**src/sv/modular_combinatorics_unit_macros.svh**
```systemverilog
// ---------------------------------------------------------------------------
// modular_combinatorics_unit_macros.svh
// Assertion macros of the modular combinatorics unit, used by mcu_modmul.
// ---------------------------------------------------------------------------
`ifndef MODULAR_COMBINATORICS_UNIT_MACROS_SVH
`define MODULAR_COMBINATORICS_UNIT_MACROS_SVH

// same-cycle implication, clocked on clk, off during reset
`define MCU_ASSERT_IMP(lbl, ante, cons) \
	lbl: assert property (@(posedge clk) disable iff (!arst_n) (ante) |-> (cons)) \
		else $error("mcu assertion failed");

// next-cycle implication
`define MCU_ASSERT_NXT(lbl, ante, cons) \
	lbl: assert property (@(posedge clk) disable iff (!arst_n) (ante) |=> (cons)) \
		else $error("mcu assertion failed");

`endif

```
**src/sv/mcu_pkg.sv**
```systemverilog
`timescale 1ns / 1ps
// ---------------------------------------------------------------------------
// mcu_pkg
// Types and constants of the modular combinatorics unit.
// ---------------------------------------------------------------------------
package mcu_pkg;

	localparam int unsigned ModW = 31;
	localparam int unsigned ArgW = 32;
	localparam logic [ModW-1:0] ModReset = 31'd1000000007;

	localparam logic [2:0] FnPow  = 3'd0;
	localparam logic [2:0] FnInv  = 3'd1;
	localparam logic [2:0] FnFact = 3'd2;
	localparam logic [2:0] FnNpr  = 3'd3;
	localparam logic [2:0] FnNcr  = 3'd4;
	localparam logic [2:0] FnNhr  = 3'd5;

	typedef enum logic [4:0] {
		OP_NOP,
		OP_LOAD,
		OP_BLD_INIT,
		OP_BLD_ONE,
		OP_BLD_MUL,
		OP_POW_ARG,
		OP_POW_RD,
		OP_MUL_YB,
		OP_MUL_BB,
		OP_RD_N,
		OP_RD_D,
		OP_RD_R,
		OP_MUL_YRD,
		OP_MUL_VY,
		OP_V_Y,
		OP_V_RD,
		OP_OUT
	} op_t;

	typedef enum logic [1:0] {
		K_EARLY,
		K_POW,
		K_FACT,
		K_PC
	} kind_t;

	typedef enum logic [1:0] {
		D_BASE,
		D_Y,
		D_V,
		D_TBL
	} dest_t;

	typedef struct packed {
		op_t op;
	} cmd_t;

	typedef struct packed {
		logic  cfg_wr;
		logic  mul_done;
		logic  bld_small;
		logic  bld_done;
		logic  e_zero;
		logic  e_lsb;
		kind_t kind;
		logic  choose;
	} status_t;

endpackage

```
**src/sv/mcu_ctrl.sv**
```systemverilog
`timescale 1ns / 1ps
// ---------------------------------------------------------------------------
// mcu_ctrl
// Controller: table build sweep, operation sequencing, output handshake.
// ---------------------------------------------------------------------------
module mcu_ctrl (
	input  logic             clk,
	input  logic             arst_n,
	input  mcu_pkg::status_t status,
	output mcu_pkg::cmd_t    cmd,
	input  logic             in_valid,
	output logic             in_ready,
	output logic             out_valid,
	input  logic             out_ready
);

	typedef enum logic [4:0] {
		S_BINIT,
		S_BCHK,
		S_BWAIT,
		S_IDLE,
		S_DISP,
		S_FACT,
		S_PRED,
		S_PRWAIT,
		S_PCHK,
		S_PYWAIT,
		S_PSQ,
		S_PBWAIT,
		S_VY,
		S_RDN,
		S_MULYRD,
		S_MWAIT1,
		S_RDR,
		S_MULVY,
		S_MWAIT2,
		S_DONE
	} state_t;

	typedef enum logic [1:0] {
		R_POW,
		R_INV1,
		R_INV2
	} ret_t;

	state_t state_q;
	ret_t   ret_q;
	logic   out_valid_q;
	logic   out_free;

	assign out_free = !out_valid_q || out_ready;

	always_comb begin
		cmd.op = mcu_pkg::OP_NOP;
		case (state_q)
			S_BINIT: cmd.op = mcu_pkg::OP_BLD_INIT;
			S_BCHK: begin
				if (status.bld_done) begin
					cmd.op = mcu_pkg::OP_NOP;
				end else if (status.bld_small) begin
					cmd.op = mcu_pkg::OP_BLD_ONE;
				end else begin
					cmd.op = mcu_pkg::OP_BLD_MUL;
				end
			end
			S_IDLE: begin
				if (in_valid && !status.cfg_wr) begin
					cmd.op = mcu_pkg::OP_LOAD;
				end
			end
			S_DISP: begin
				case (status.kind)
					mcu_pkg::K_FACT: cmd.op = mcu_pkg::OP_RD_N;
					mcu_pkg::K_PC:   cmd.op = mcu_pkg::OP_RD_D;
					default:         cmd.op = mcu_pkg::OP_NOP;
				endcase
			end
			S_FACT:   cmd.op = mcu_pkg::OP_V_RD;
			S_PRED:   cmd.op = (ret_q == R_POW) ? mcu_pkg::OP_POW_ARG : mcu_pkg::OP_POW_RD;
			S_PCHK: begin
				if (!status.e_zero && status.e_lsb) begin
					cmd.op = mcu_pkg::OP_MUL_YB;
				end
			end
			S_PSQ:    cmd.op = mcu_pkg::OP_MUL_BB;
			S_VY:     cmd.op = mcu_pkg::OP_V_Y;
			S_RDN:    cmd.op = mcu_pkg::OP_RD_N;
			S_MULYRD: cmd.op = mcu_pkg::OP_MUL_YRD;
			S_RDR:    cmd.op = mcu_pkg::OP_RD_R;
			S_MULVY:  cmd.op = mcu_pkg::OP_MUL_VY;
			S_DONE: begin
				if (out_free) begin
					cmd.op = mcu_pkg::OP_OUT;
				end
			end
			default:  cmd.op = mcu_pkg::OP_NOP;
		endcase
	end

	always_ff @(posedge clk or negedge arst_n) begin
		if (!arst_n) begin
			state_q     <= S_BINIT;
			ret_q       <= R_POW;
			out_valid_q <= 1'b0;
		end else begin
			out_valid_q <= (out_valid_q && !out_ready)
				|| (state_q == S_DONE && out_free && !status.cfg_wr);
			if (status.cfg_wr) begin
				state_q <= S_BINIT;
			end else begin
				case (state_q)
					S_BINIT: state_q <= S_BCHK;
					S_BCHK: begin
						if (status.bld_done) begin
							state_q <= S_IDLE;
						end else if (!status.bld_small) begin
							state_q <= S_BWAIT;
						end
					end
					S_BWAIT: begin
						if (status.mul_done) begin
							state_q <= S_BCHK;
						end
					end
					S_IDLE: begin
						if (in_valid) begin
							state_q <= S_DISP;
						end
					end
					S_DISP: begin
						case (status.kind)
							mcu_pkg::K_POW: begin
								ret_q   <= R_POW;
								state_q <= S_PRED;
							end
							mcu_pkg::K_FACT: state_q <= S_FACT;
							mcu_pkg::K_PC: begin
								ret_q   <= R_INV1;
								state_q <= S_PRED;
							end
							default: state_q <= S_DONE;
						endcase
					end
					S_FACT:   state_q <= S_DONE;
					S_PRED:   state_q <= S_PRWAIT;
					S_PRWAIT: begin
						if (status.mul_done) begin
							state_q <= S_PCHK;
						end
					end
					S_PCHK: begin
						if (status.e_zero) begin
							case (ret_q)
								R_POW:   state_q <= S_VY;
								R_INV1:  state_q <= S_RDN;
								default: state_q <= S_MULVY;
							endcase
						end else if (status.e_lsb) begin
							state_q <= S_PYWAIT;
						end else begin
							state_q <= S_PSQ;
						end
					end
					S_PYWAIT: begin
						if (status.mul_done) begin
							state_q <= S_PSQ;
						end
					end
					S_PSQ:    state_q <= S_PBWAIT;
					S_PBWAIT: begin
						if (status.mul_done) begin
							state_q <= S_PCHK;
						end
					end
					S_VY:     state_q <= S_DONE;
					S_RDN:    state_q <= S_MULYRD;
					S_MULYRD: state_q <= S_MWAIT1;
					S_MWAIT1: begin
						if (status.mul_done) begin
							state_q <= status.choose ? S_RDR : S_DONE;
						end
					end
					S_RDR: begin
						ret_q   <= R_INV2;
						state_q <= S_PRED;
					end
					S_MULVY:  state_q <= S_MWAIT2;
					S_MWAIT2: begin
						if (status.mul_done) begin
							state_q <= S_DONE;
						end
					end
					S_DONE: begin
						if (out_free) begin
							state_q <= S_IDLE;
						end
					end
					default: state_q <= S_BINIT;
				endcase
			end
		end
	end

	assign in_ready  = (state_q == S_IDLE) && !status.cfg_wr;
	assign out_valid = out_valid_q;

endmodule

```
**config.mk**
```make
export PLATFORM = sky130hd
export DESIGN_NAME = mcu_ctrl
export DESIGN_NICKNAME = d
export VERILOG_FILES = /design/src/sv/modular_combinatorics_unit_macros.svh /design/src/sv/mcu_pkg.sv /design/src/sv/mcu_ctrl.sv
export SDC_FILE = /design/constraint.sdc
export NUM_CORES = 1
export LEC_CHECK = 0
export ABC_AREA = 0
export BUFFER_PORTS_ARGS = -buffer_cell sky130_fd_sc_hd__buf_2
export CORE_UTILIZATION = 50
export CTS_CLUSTER_DIAMETER = 40
export DETAILED_ROUTE_END_ITERATION = 6
export PLACE_DENSITY = 0.81
export SLEW_MARGIN = 15
export SYNTH_ARGS = -nofsm -noshare
export SYNTH_HDL_FRONTEND = slang
export SYNTH_SLANG_ARGS = --single-unit
```
**constraint.sdc**
```tcl
create_clock -name clk -period 2.25 [get_ports clk]
set_input_delay 0.1125 -clock clk [delete_from_list [all_inputs] [get_ports clk]]
set_output_delay 0.1125 -clock clk [all_outputs]
set_load 0.005 [all_outputs]
```
=== After elaboration in Yosys (flattened, before gate mapping) ===
Index checks and enable logic that the tools add are counted.

* Eq/ne operators: 32
* Reductions and logical operators: 20
* Bitwise gates (word level): 1
* Multiplexer cells: 26

{| class="wikitable"
|+ Operators by type and width
! operator !! count
|-
| 5-bit one-hot mux with 18 select lines || 1
|-
| 5-bit one-hot mux with 14 select lines || 1
|-
| 5-bit two-way mux || 12
|-
| 5-bit by 4-bit == test with 1-bit output (second input constant) || 8
|-
| 3-bit inequality test (second input constant) || 7
|-
| 5-bit by 3-bit == test with 1-bit output (second input constant) || 4
|-
| 5-bit == test (second input constant) || 4
|-
| 5-bit one-hot mux with 2 select lines || 2
|-
| 5-bit by 2-bit == test with 1-bit output (second input constant) || 2
|-
| 3-bit two-way mux || 3
|-
| 2-bit one-hot mux with 2 select lines || 2
|-
| 4-bit one-hot mux with 2 select lines || 1
|-
| 8-bit AND reduction || 1
|-
| 1-bit logical AND || 6
|-
| 2-bit two-way mux || 3
|-
| 2-bit OR reduction || 3
|-
| 5-bit by 1-bit == test with 1-bit output (second input constant) || 1
|-
| 5-bit zero test || 1
|-
| 2-bit by 1-bit == test with 1-bit output (second input constant) || 2
|-
| 2-bit == test (second input constant) || 2
|-
| 1-bit zero test || 4
|-
| 4-bit inequality test (second input constant) || 1
|-
| 3-bit by 1-bit inequality test with 1-bit output (second input constant) || 1
|-
| 3-bit AND reduction || 1
|-
| other kinds (5) || 6
|}

* Bits of input ports: 13
* Word-level logic and storage cells: 82
* Register bits after elaboration: 8
* Output and inout port bits: 7

=== Depth between registers and ports, before layout ===
Gate-level depths: netlist of the first run.

* Word-level depth: 5
* Gate-level depth with buffers: 7
* Gate-level depth less buffers: 5

=== Worst setup path after synthesis of the first run ===
OpenSTA, ideal clock, no wires.

* Kind: register to register
* From: register state_q[2]
* To: register state_q[3]
* Stages on the path, launching flop included: 8
* Path slack: 0.527 ns
* Data required time: 2.130 ns
* Library setup time: 0.120 ns
* Buffers on the path: 2
* Arrival time: 1.603 ns
* Clock period less this slack: 1.723 ns
* Path through: dfrtp_1 > buf_6 > or4b_1 > a31oi_1 > or3_1 > buf_6 > nor4_1 > a31o_1

* Longest elaborated chain between the ends: 4
* Elaborated cells on any way between the ends: 33
* Those cells by class: 27 x eq/ne; 2 x mux; 4 x reduce/logical

{| class="wikitable"
|+ Ends and longest elaborated chain
! element !! line !! text
|-
| start: declaration || mcu_ctrl.sv:46 || <nowiki>state_t state_q;</nowiki>
|-
| start signal: assignment || mcu_ctrl.sv:102 || <nowiki>state_q <= S_BINIT;</nowiki>
|-
| start signal: assignment || mcu_ctrl.sv:109 || <nowiki>state_q <= S_BINIT;</nowiki>
|-
| start signal: assignment || mcu_ctrl.sv:112 || <nowiki>S_BINIT: state_q <= S_BCHK;</nowiki>
|-
| 5-bit by 4-bit == test with 1-bit output / 5-bit by 3-bit == test with 1-bit output (equally long branches) || mcu_ctrl.sv:111 || <nowiki>case (state_q)</nowiki>
|-
| 2-bit OR reduction (no line) || -- ||
|-
| 5-bit one-hot mux with 18 select lines / 3-bit by 1-bit inequality test with 1-bit output (equally long branches) || -- ||
|-
| 5-bit two-way mux / 8-bit AND reduction (equally long branches) || -- ||
|}

Parallel ways exist; a longest one is shown, timed or not.
A chain may end at the register's enable or synchronous reset.

=== Worst setup path after layout of the first run ===
Ends and elaborated chain as after synthesis.

==> insert_results.sql, run 1 <==
INSERT INTO impl_metrics (metric_group, metric, value, unit) VALUES
('sta', 'final-max-slew-violation-count', '0', ''),
('final_layout', 'share_of_layout_cells_above_drive_strength_1', '0.231', ''),
('drt', 'avgRoutedWirePerCell', '15.0', 'um'),
('logic_synthesis', 'synth_unique_cells', '52', ''),
('logic_synthesis', 'syn-num-nets', '152', ''),
('clock_network', 'clk_path_buf_depth', '2', ''),
('run_status', 'outcome', 'complete, no violations', ''),
('floorplan', 'io_pins', '20', ''),
('clock_network', 'cts_made_buffers', '3', ''),
('setup_path', 'max_stage_delay', '0.58', 'ns'),
('logic_synthesis', 'synth_enable_flop_cells', '0', ''),
('final_layout', 'most-common-layout-cells', 'buf_2 (19), nor2_1 (14), nor2b_1 (9)', ''),
('setup_path', 'critical_path_launch_point_type', 'register', ''),
('pwr', 'power.ir.vdd_worst', '0.618', 'mV'),
('clock_network', 'cts.repair_timing.setup_buffer_count', '0', ''),
('placed_design', 'place_congestion', '0.958', ''),
('setup_path', 'reg2reg_from', 'state_q[2]', ''),
('drt', 'totalWireLength', '2720', 'um'),
('final_layout', 'filler_cell_count', '170', ''),
('setup_path', 'worst-path-max-fanout', '18', ''),
('run', 'max_cap_viol_count', '0', ''),
('setup_path', 'worst_path_max_delay_cell', 'or4b_1', ''),
('sta', 'setup_ws', '0.174', 'ns'),
('logic_synthesis', 'synthFlopType', 'dfrtp_1', ''),
('sta', 'endpoints_failing_setup', '0', ''),
('sta', 'post_route_setup_tns', '0', 'ns'),
('floorplan', 'core_area', '0.00182', 'sq mm'),
('setup_path', 'worstPathBufferInverterCount', '0', ''),
('clock_network', 'clk_pin_slew', '0.05', 'ns'),
('setup_path', 'critPathCaptureType', 'register', ''),
('placed_design', 'port_buffers', '19', ''),
('setup_path', 'timing.critical_path.required', '2.39', 'ns'),
('floorplan', 'die_y', '47.0', 'um'),
('logic_synthesis', 'netlist_instances', '139', ''),
('logic_synthesis', 'synth.avg_cell_area', '7.29', 'sq um'),
('drt', 'detailroute.via_count', '1180', ''),
('min_path', 'hold_path_class', 'primary input to register', ''),
('grt', 'initial_antenna_violation_count', '0', ''),
('clock_network', 'numClockSinks', '8', ''),
('logic_synthesis', 'synthesis.area', '0.00101', 'sq mm'),
('placed_design', 'dp_slack', '0.214', 'ns'),
('floorplan', 'core.rowCount', '15', ''),
('sta', 'clock-skew-final', '0.00244', 'ns'),
('drt', 'drc_errors', '0', ''),
('logic_synthesis', 'ys.warnings.count', '0', ''),
('placed_design', 'dpl.hpwl', '2000', 'um'),
('setup_path', 'crit_type', 'register to register', ''),
('sta', 'layout_min_cycle_time', '2.08', 'ns'),
('setup_path', 'cp.arrival', '2.21', 'ns'),
('drt', 'drt_pass1_iterations', '5', ''),
('grt', 'global_route_wire_length_before_repair', '4330', 'um'),
('sta', 'hold_viol_final', '0', ''),
('min_path', 'hold_depth', '2', ''),
('final_layout', 'layout-area-overhead-vs-synth', '13.5', '%'),
('drt', 'average_vias_per_placed_instance', '6.52', ''),
('sta', 'slew_headroom', '0.547', ''),
('setup_path', 'cpLargestDelayFamily', 'simple AND/OR/NAND/NOR gates', ''),
('logic_synthesis', 'synth-seq-cells', '8', ''),
('floorplan', 'initial_utilization', '0.557', ''),
('final_layout', 'final_core_utilization', '0.632', ''),
('pwr', 'p_leak', '0.495', 'nW'),
('grt', 'overflow_left_after_global_routing', '0', ''),
('setup_path', 'reg_to_reg_setup_timing_slack', '0.17', 'ns'),
('clock_network', 'htree_num_levels', '1', ''),
('min_path', 'hold_end', 'state_q[4]', ''),
('drt', 'initial_detailed_routing_violation_count', '84', ''),
('floorplan', 'die-area', '0.00221', 'sq mm'),
('clock_network', 'cts.root.buffer_cell', 'clkbuf_4', ''),
('setup_path', 'ff2ff_path_depth', '5', ''),
('clock_network', 'tritoncts_clock_tree', 'yes', ''),
('final_layout', 'layout.nets', '171', '');
[synth_stat cells (all sizes together), types with 3 or more instances]
master,instances,area share
inv,8,0.030
buf,11,0.067
nand2,6,0.022
and3,3,0.019
nor2b,9,0.056
nor2,15,0.063
dfrtp,8,0.20
a22o,3,0.026
nand2b,3,0.019
nand3,4,0.020
a31oi,5,0.031
a31o,3,0.026
o21ai,10,0.049
o22ai,3,0.019
a21oi,9,0.048
[routing by layer]
metal	track usage	wire length, um	vias up	part of all wire
met5	0	0	-	0
met4	0.0400	41	0	0.015
met3	0.0923	279	7	0.10
met2	0.417	1200	73	0.44
met1	0.375	1200	544	0.44
li1	-	-	556	-
[report_power, final]
| group | total [W] | internal (W) | switching [W] |
|---|---|---|---|
| Clock | 0.000107 | 0.0000608 | 0.0000459 |
| Combinational | 0.000814 | 0.000366 | 0.000448 |
| Sequential | 0.000294 | 0.000190 | 0.000104 |
| Total | 0.00121 | 0.000617 | 0.000598 |
[through the flow]
step           hold WS (ns)  power, W  std cells  cell area (sq um)
2_1_floorplan        -0.183  0.000882        139               1010
3_3_place_gp        -0.0436   0.00106        177               1120
3_5_place_dp        -0.0399   0.00108        177               1120
4_1_cts               0.147   0.00120        181               1150
5_1_grt               0.165   0.00131        181               1150
6_report              0.154   0.00121        181               1150
[final cells by class]
cell class,instances,area [sq um],area share
clock buffers,3,22.5,0.0196
inverters,8,30.0,0.0261
multi-input cells,110,708,0.616
flip-flops and latches,8,200,0.174
well taps,25,31.3,0.0272
repair buffers,27,158,0.137
[sequential cells by signal, summed over array words and instances, names as in the netlist]
register	flops
ret_q	2
out_valid	1
state_q	5
[timing repair]
| action | 4_1_cts | 5_1_grt |
|---|---|---|
| endpoints found under the hold margin | 8 | 0 |
| hold buffers | 1 | 0 |
| gates resized for setup | 0 | 0 |
[worst max-delay path by stage]
stage	from	endpoint	slack (ns)	cells past startpoint
floorplan	state_q[2]	state_q[3]	0.53	7
global placement	state_q[2]	state_q[3]	0.30	5
detailed placement	state_q[2]	state_q[3]	0.21	5
CTS	state_q[2]	state_q[3]	0.20	5
global route	state_q[2]	state_q[3]	0.07	5
finish	state_q[2]	state_q[3]	0.17	5
[cells by family after synthesis]
family | count (synthesis) | synth area share
flops | 8 | 0.198
buf+inv | 21 | 0.104
xor+xnor | 1 | 0.00864
compound gates | 53 | 0.368
simple gates | 56 | 0.322
(Power assumes the default switching activity.)
==> run 2, diff against run 1 <==
- CORE_UTILIZATION: 50 -> 54
- PLACE_DENSITY: 0.81 -> 0.86
- REMOVE_ABC_BUFFERS: not set -> 1
==> insert_results.sql, run 2 (synthesis gave the netlist of run 1 again) <==
INSERT INTO impl_metrics (metric_group, metric, value, unit) VALUES
('clock_network', 'clk_pin_slew', '0.06', 'ns'),
('pwr', 'power.ir.vdd_worst', '0.720', 'mV'),
('run', 'max_cap_viol_count', '0', ''),
('floorplan', 'chipWidth', '45.3', 'um'),
('floorplan', 'initial_utilization', '0.581', ''),
('sta', 'worst_pin_slew', '0.635', 'ns'),
('run_status', 'outcome', 'complete, no violations', ''),
('setup_path', 'worstReg2RegEnd', 'state_q[3]', ''),
('placed_design', 'place_congestion', '0.948', ''),
('drt', 'drc_errors', '0', ''),
('clock_network', 'htree_num_levels', '1', ''),
('final_layout', 'multiInputGateArea', '708', 'sq um'),
('setup_path', 'setup.worst_path.end', 'cmd[0]', ''),
('pwr', 'net-switching-power', '0.000610', 'W'),
('grt', 'grtUsageTotal', '0.333', ''),
('sta', 'post_route_setup_tns', '0', 'ns'),
('final_layout', 'largest_register_ffs', '5', ''),
('sta', 'slew_headroom', '0.575', ''),
('floorplan', 'die_y', '45.3', 'um'),
('setup_path', 'ff2ff_path_depth', '5', ''),
('pwr', 'p_leak', '0.495', 'nW'),
('floorplan', 'io_pins', '20', ''),
('sta', 'rsz0062_at_grt', 'no', ''),
('setup_path', 'critPathCaptureType', 'primary output', ''),
('clock_network', 'cts_made_buffers', '3', ''),
('final_layout', 'top_register', 'state_q', ''),
('clock_network', 'cts.root.buffer_cell', 'clkbuf_4', ''),
('grt', 'grt_start_max_net_pins', '18', ''),
('pwr', 'power.total', '0.00122', 'W'),
('min_path', 'hold_path_class', 'primary input to register', ''),
('final_layout', 'antennaDiodeCount', '0', ''),
('final_layout', 'most_common_cell_after_layout_fill_and_taps_aside', 'buf_2', ''),
('final_layout', 'share_of_layout_cells_above_drive_strength_1', '0.231', ''),
('sta', 'final-max-slew-violation-count', '0', ''),
('final_layout', 'layout-area-overhead-vs-synth', '13.5', '%'),
('final_layout', 'most-common-layout-cells', 'buf_2 (19), nor2_1 (14), nor2b_1 (9)', ''),
('drt', 'detailroute.via_count', '1208', ''),
('drt', 'drt_pass1_iterations', '4', ''),
('drt', 'initial_detailed_routing_violation_count', '74', ''),
('setup_path', 'reg2reg_from', 'state_q[2]', ''),
('final_layout', 'layout.cells.non_filler', '181', ''),
('setup_path', 'max_stage_delay', '0.48', 'ns'),
('clock_network', 'numClockSinks', '8', ''),
('pwr', 'internal-power', '0.000611', 'W'),
('setup_path', 'crit_path_frequent_cell', 'buf_4', ''),
('setup_path', 'cp.arrival', '1.95', 'ns'),
('setup_path', 'reg_to_reg_setup_timing_slack', '0.25', 'ns'),
('sta', 'final.period_utilization', '0.919', ''),
('drt', 'avgRoutedWirePerCell', '16.4', 'um'),
('placed_design', 'dpl.cell_count', '177', ''),
('drt', 'totalWireLength', '2970', 'um'),
('final_layout', 'layout.nets', '171', ''),
('sta', 'maxClockFrequency', '484', 'MHz'),
('clock_network', 'clk_path_buf_depth', '2', ''),
('sta', 'layout_min_cycle_time', '2.07', 'ns'),
('setup_path', 'critical_path_launch_point_type', 'register', ''),
('clock_network', 'cts.repair.resized', '0', ''),
('setup_path', 'worst-path-max-fanout', '15', ''),
('grt', 'initial_antenna_violation_count', '0', ''),
('final_layout', 'filler_cell_count', '168', ''),
('floorplan', 'die-area', '0.00205', 'sq mm'),
('clock_network', 'clk_latency', '0.26', 'ns'),
('setup_path', 'startpoint', 'state_q[1]', ''),
('pwr', 'pwr-share-seq', '0.233', ''),
('setup_path', 'timing.critical_path.required', '2.14', 'ns'),
('pwr', 'power.share.switching', '0.499', ''),
('floorplan', 'core.rowCount', '15', ''),
('pwr', 'pwr-share-comb', '0.673', ''),
('drt', 'ant_nets', '0', ''),
('grt', 'global_route_wire_length_before_repair', '5000', 'um'),
('final_layout', 'area.sequential', '200', 'sq um'),
('placed_design', 'dpl.hpwl', '2140', 'um'),
('setup_path', 'worst_path_max_delay_cell', 'dfrtp_1', ''),
('sta', 'endpoints_failing_setup', '0', ''),
('pwr', 'p_clk_frac', '0.094', ''),
('sta', 'hold_viol_final', '0', ''),
('floorplan', 'core_area', '0.00175', 'sq mm'),
('placed_design', 'port_buffers', '19', ''),
('setup_path', 'worstPathCellList', 'buf_4 -> nor2_4 -> nand3_1 -> buf_4 -> o2111ai_1 -> buf_2', ''),
('grt', 'first_global_vias', '1076', ''),
('drt', 'average_vias_per_placed_instance', '6.67', ''),
('sta', 'clock-skew-final', '0.00480', 'ns'),
('clock_network', 'tritoncts_clock_tree', 'yes', ''),
('setup_path', 'crit_type', 'register to primary output', ''),
('grt', 'overflow_left_after_global_routing', '0', ''),
('pwr', 'power-per-cell-area', '1060', 'mW/mm^2');
==> run 2: cell counts in the layout (fill, tap and decap cells not counted) <==
Identical to the previous run, type by type.
==> run 2: cell type report <==
class,count,area share
Tap cell,25,0.0272
Clock buffer,3,0.0196
Multi-Input combinational cell,110,0.616
Timing Repair Buffer,27,0.137
Sequential cell,8,0.174
Inverter,8,0.0261
==> run 2: through the flow <==
step,util,hold WS [ns],setup slack (ns),area [sq um]
after floorplan,-,-0.183,0.334,938
after global placement,0.640,-0.0428,0.387,1120
after detailed placement,0.640,-0.0416,0.304,1120
after CTS,0.659,0.146,0.208,1150
after global routing,0.659,0.154,0.0594,1150
final,0.659,0.152,0.183,1150
==> run 2: worst min path at each step <==
stage,startpoint,to,depth (start not counted)
global route,status[8],state_q[4],2
finish,status[8],state_q[4],2
detailed placement,arst_n,ret_q[0],1
floorplan,arst_n,out_valid,0
global placement,arst_n,ret_q[0],1
CTS,status[8],state_q[4],2
==> run 2: power by group through the flow <==
stage	Sequential, W	Clock, W	Combinational, W
5_1_grt	0.000292	0.000124	0.000904
4_1_cts	0.000280	0.000112	0.000805
2_1_floorplan	0.000309	0	0.000497
6_report	0.000285	0.000115	0.000821
3_5_place_dp	0.000281	0	0.000798
3_3_place_gp	0.000275	0	0.000784
==> run 2: per-layer routing <==
layer  up-vias  routed length (um)  share of wire  GRT usage
met4         0                  68          0.023      0.109
met5         -                   0              0          0
met1       558                1220           0.41      0.460
met2        84                1400           0.47      0.522
li1        558                   -              -          -
met3         8                 285          0.096     0.0600
==> run 2: repair_timing <==
action,CTS,global route
buffers inserted,0,0
hold endpoints to repair,8,0
hold buffers,1,0
==> run 2: critical path: cells and delay by family (launching register included) <==
family	cells	cell delay, ns
and+or+nand+nor	2	0.42
DFF	1	0.48
AOI/OAI and AO/OA	1	0.18
buffers and inverters	3	0.61
==> run 3, diff against run 2 <==
- CORE_ASPECT_RATIO: not set -> 1.25
- GPL_TIMING_DRIVEN: not set -> 0
==> insert_results.sql, run 3 (synthesis gave the netlist of run 1 again) <==
INSERT INTO impl_metrics (metric_group, metric, value, unit) VALUES
('final_layout', 'filler_cell_count', '159', ''),
('final_layout', 'most-common-layout-cells', 'buf_2 (19), nor2_1 (14), nor2b_1 (9)', ''),
('floorplan', 'core_area', '0.00177', 'sq mm'),
('clock_network', 'clk_latency', '0.25', 'ns'),
('grt', 'overflow_left_after_global_routing', '0', ''),
('sta', 'final-max-slew-violation-count', '0', ''),
('min_path', 'hold_path_class', 'primary input to register', ''),
('pwr', 'p_leak', '0.453', 'nW'),
('pwr', 'power.share.switching', '0.498', ''),
('sta', 'clock-skew-final', '0.000529', 'ns'),
('pwr', 'p_clk_frac', '0.094', ''),
('final_layout', 'antennaDiodeCount', '0', ''),
('floorplan', 'core.rowCount', '17', ''),
('clock_network', 'clk_pin_slew', '0.05', 'ns'),
('pwr', 'power.ir.vdd_worst', '0.590', 'mV'),
('grt', 'global_route_wire_length_before_repair', '4310', 'um'),
('sta', 'final.period_utilization', '0.914', ''),
('clock_network', 'clk_path_buf_depth', '2', ''),
('setup_path', 'critPathCaptureType', 'primary output', ''),
('floorplan', 'initial_utilization', '0.574', ''),
('placed_design', 'port_buffers', '19', ''),
('drt', 'drc_errors', '0', ''),
('final_layout', 'layout-area-overhead-vs-synth', '8.02', '%'),
('clock_network', 'cts.repair_timing.setup_buffer_count', '0', ''),
('drt', 'average_vias_per_placed_instance', '6.80', ''),
('grt', 'first_global_vias', '976', ''),
('placed_design', 'place_congestion', '0.874', ''),
('sta', 'worst_pin_slew', '0.581', 'ns'),
('floorplan', 'die_y', '50.4', 'um'),
('pwr', 'pwr-share-comb', '0.579', ''),
('floorplan', 'io_pins', '20', ''),
('floorplan', 'die-area', '0.00206', 'sq mm'),
('run', 'max_cap_viol_count', '0', ''),
('clock_network', 'cts.root.buffer_cell', 'clkbuf_4', ''),
('sta', 'layout_min_cycle_time', '2.06', 'ns'),
('setup_path', 'timing.critical_path.required', '2.14', 'ns'),
('clock_network', 'cts_made_buffers', '3', ''),
('drt', 'drt_pass1_iterations', '4', ''),
('sta', 'maxClockFrequency', '486', 'MHz'),
('sta', 'hold_viol_final', '0', ''),
('setup_path', 'worst-path-max-fanout', '19', ''),
('final_layout', 'most_common_cell_after_layout_fill_and_taps_aside', 'buf_2', ''),
('final_layout', 'layout.nets', '164', ''),
('final_layout', 'top_register', 'state_q', ''),
('final_layout', 'share_of_layout_cells_above_drive_strength_1', '0.221', ''),
('sta', 'rsz0062_at_grt', 'no', ''),
('placed_design', 'dp_slack', '0.0800', 'ns'),
('run_status', 'outcome', 'complete, no violations', ''),
('setup_path', 'crit_type', 'register to primary output', ''),
('drt', 'detailroute.via_count', '1142', ''),
('grt', 'initial_antenna_violation_count', '0', ''),
('sta', 'setup_ws', '0.194', 'ns'),
('floorplan', 'chipWidth', '40.8', 'um'),
('grt', 'grt_start_max_net_pins', '24', ''),
('final_layout', 'design_area', '0.00109', 'sq mm'),
('clock_network', 'tritoncts_clock_tree', 'yes', ''),
('placed_design', 'placedInstanceArea', '0.00106', 'sq mm'),
('clock_network', 'htree_num_levels', '1', ''),
('pwr', 'power-per-cell-area', '1040', 'mW/mm^2'),
('sta', 'post_route_setup_tns', '0', 'ns'),
('setup_path', 'critical_path_launch_point_type', 'register', ''),
('grt', 'grtUsageTotal', '0.291', ''),
('sta', 'slew_headroom', '0.612', ''),
('drt', 'ant_nets', '0', ''),
('pwr', 'net-switching-power', '0.000566', 'W'),
('drt', 'totalWireLength', '2660', 'um'),
('sta', 'endpoints_failing_setup', '0', ''),
('setup_path', 'cp.arrival', '1.94', 'ns'),
('final_layout', 'largest_register_ffs', '5', ''),
('placed_design', 'dpl.hpwl', '1860', 'um'),
('drt', 'avgRoutedWirePerCell', '15.8', 'um'),
('drt', 'initial_detailed_routing_violation_count', '80', ''),
('clock_network', 'numClockSinks', '8', ''),
('pwr', 'pwr-share-seq', '0.327', ''),
('pwr', 'internal-power', '0.000570', 'W');
==> run 3: power by group through the flow <==
stage               registers (W)  clock network (W)  logic (W)
finish                   0.000371           0.000107   0.000658
global route             0.000382           0.000116   0.000741
CTS                      0.000357           0.000108   0.000656
detailed placement       0.000360                  0   0.000651
global placement         0.000353                  0   0.000635
floorplan                0.000309                  0   0.000497
==> run 3: metrics by stage <==
stage / hold WS (ns) / cells / total power, W / utilization
2_1_floorplan: -0.183 / 126 / 0.000806 / -
3_3_place_gp: -0.0446 / 164 / 0.000988 / 0.599
3_5_place_dp: -0.0389 / 164 / 0.00101 / 0.599
6_report: 0.161 / 168 / 0.00114 / 0.620
5_1_grt: 0.163 / 168 / 0.00124 / 0.620
4_1_cts: 0.157 / 168 / 0.00112 / 0.617
==> run 3: timing repair <==
item                                   CTS  global route
hold buffers                             1             0
setup endpoints to repair                0             5
gates resized for setup                  0             4
endpoints found under the hold margin    8             0
==> run 3: cell type report <==
class | count | area [sq um] | area share
multi-input cells | 110 | 708 | 0.647
inverters | 8 | 30.0 | 0.0274
flip-flops and latches | 8 | 205 | 0.187
clock buffers | 3 | 22.5 | 0.0206
well taps | 19 | 23.8 | 0.0217
repair buffers | 20 | 105 | 0.0960
==> run 3: path summary, 6_finish.rpt <==
| kind | start | endpoint | slack (ns) | cells after the start |
|---|---|---|---|---|
| worst min register to register | ret_q[0] | ret_q[0] | 0.56 | 2 |
| worst min-delay path | status[8] | state_q[4] | 0.16 | 2 |
| worst max-delay path | state_q[3] | cmd[0] | 0.19 | 5 |
| min in group asynchronous | arst_n | state_q[3] | 0.23 | 2 |
| max in group asynchronous | arst_n | state_q[4] | 1.85 | 2 |
| worst max register to register | state_q[3] | state_q[3] | 0.20 | 5 |
==> run 3: metal layers <==
metal,vias to the layer above,global-route usage,share of wire
li1,547,-,-
met1,514,0.401,0.41
met2,68,0.423,0.48
met3,13,0.0752,0.076
met4,0,0.111,0.025
met5,-,0,0
==> run 3: worst max-delay path: stages, from the launching register on <==
cell and delay (ns):
dfrtp_1 0.58, or4b_1 0.60, nor2_1 0.14, a31oi_1 0.09
o2111ai_1 0.13, buf_2 0.15
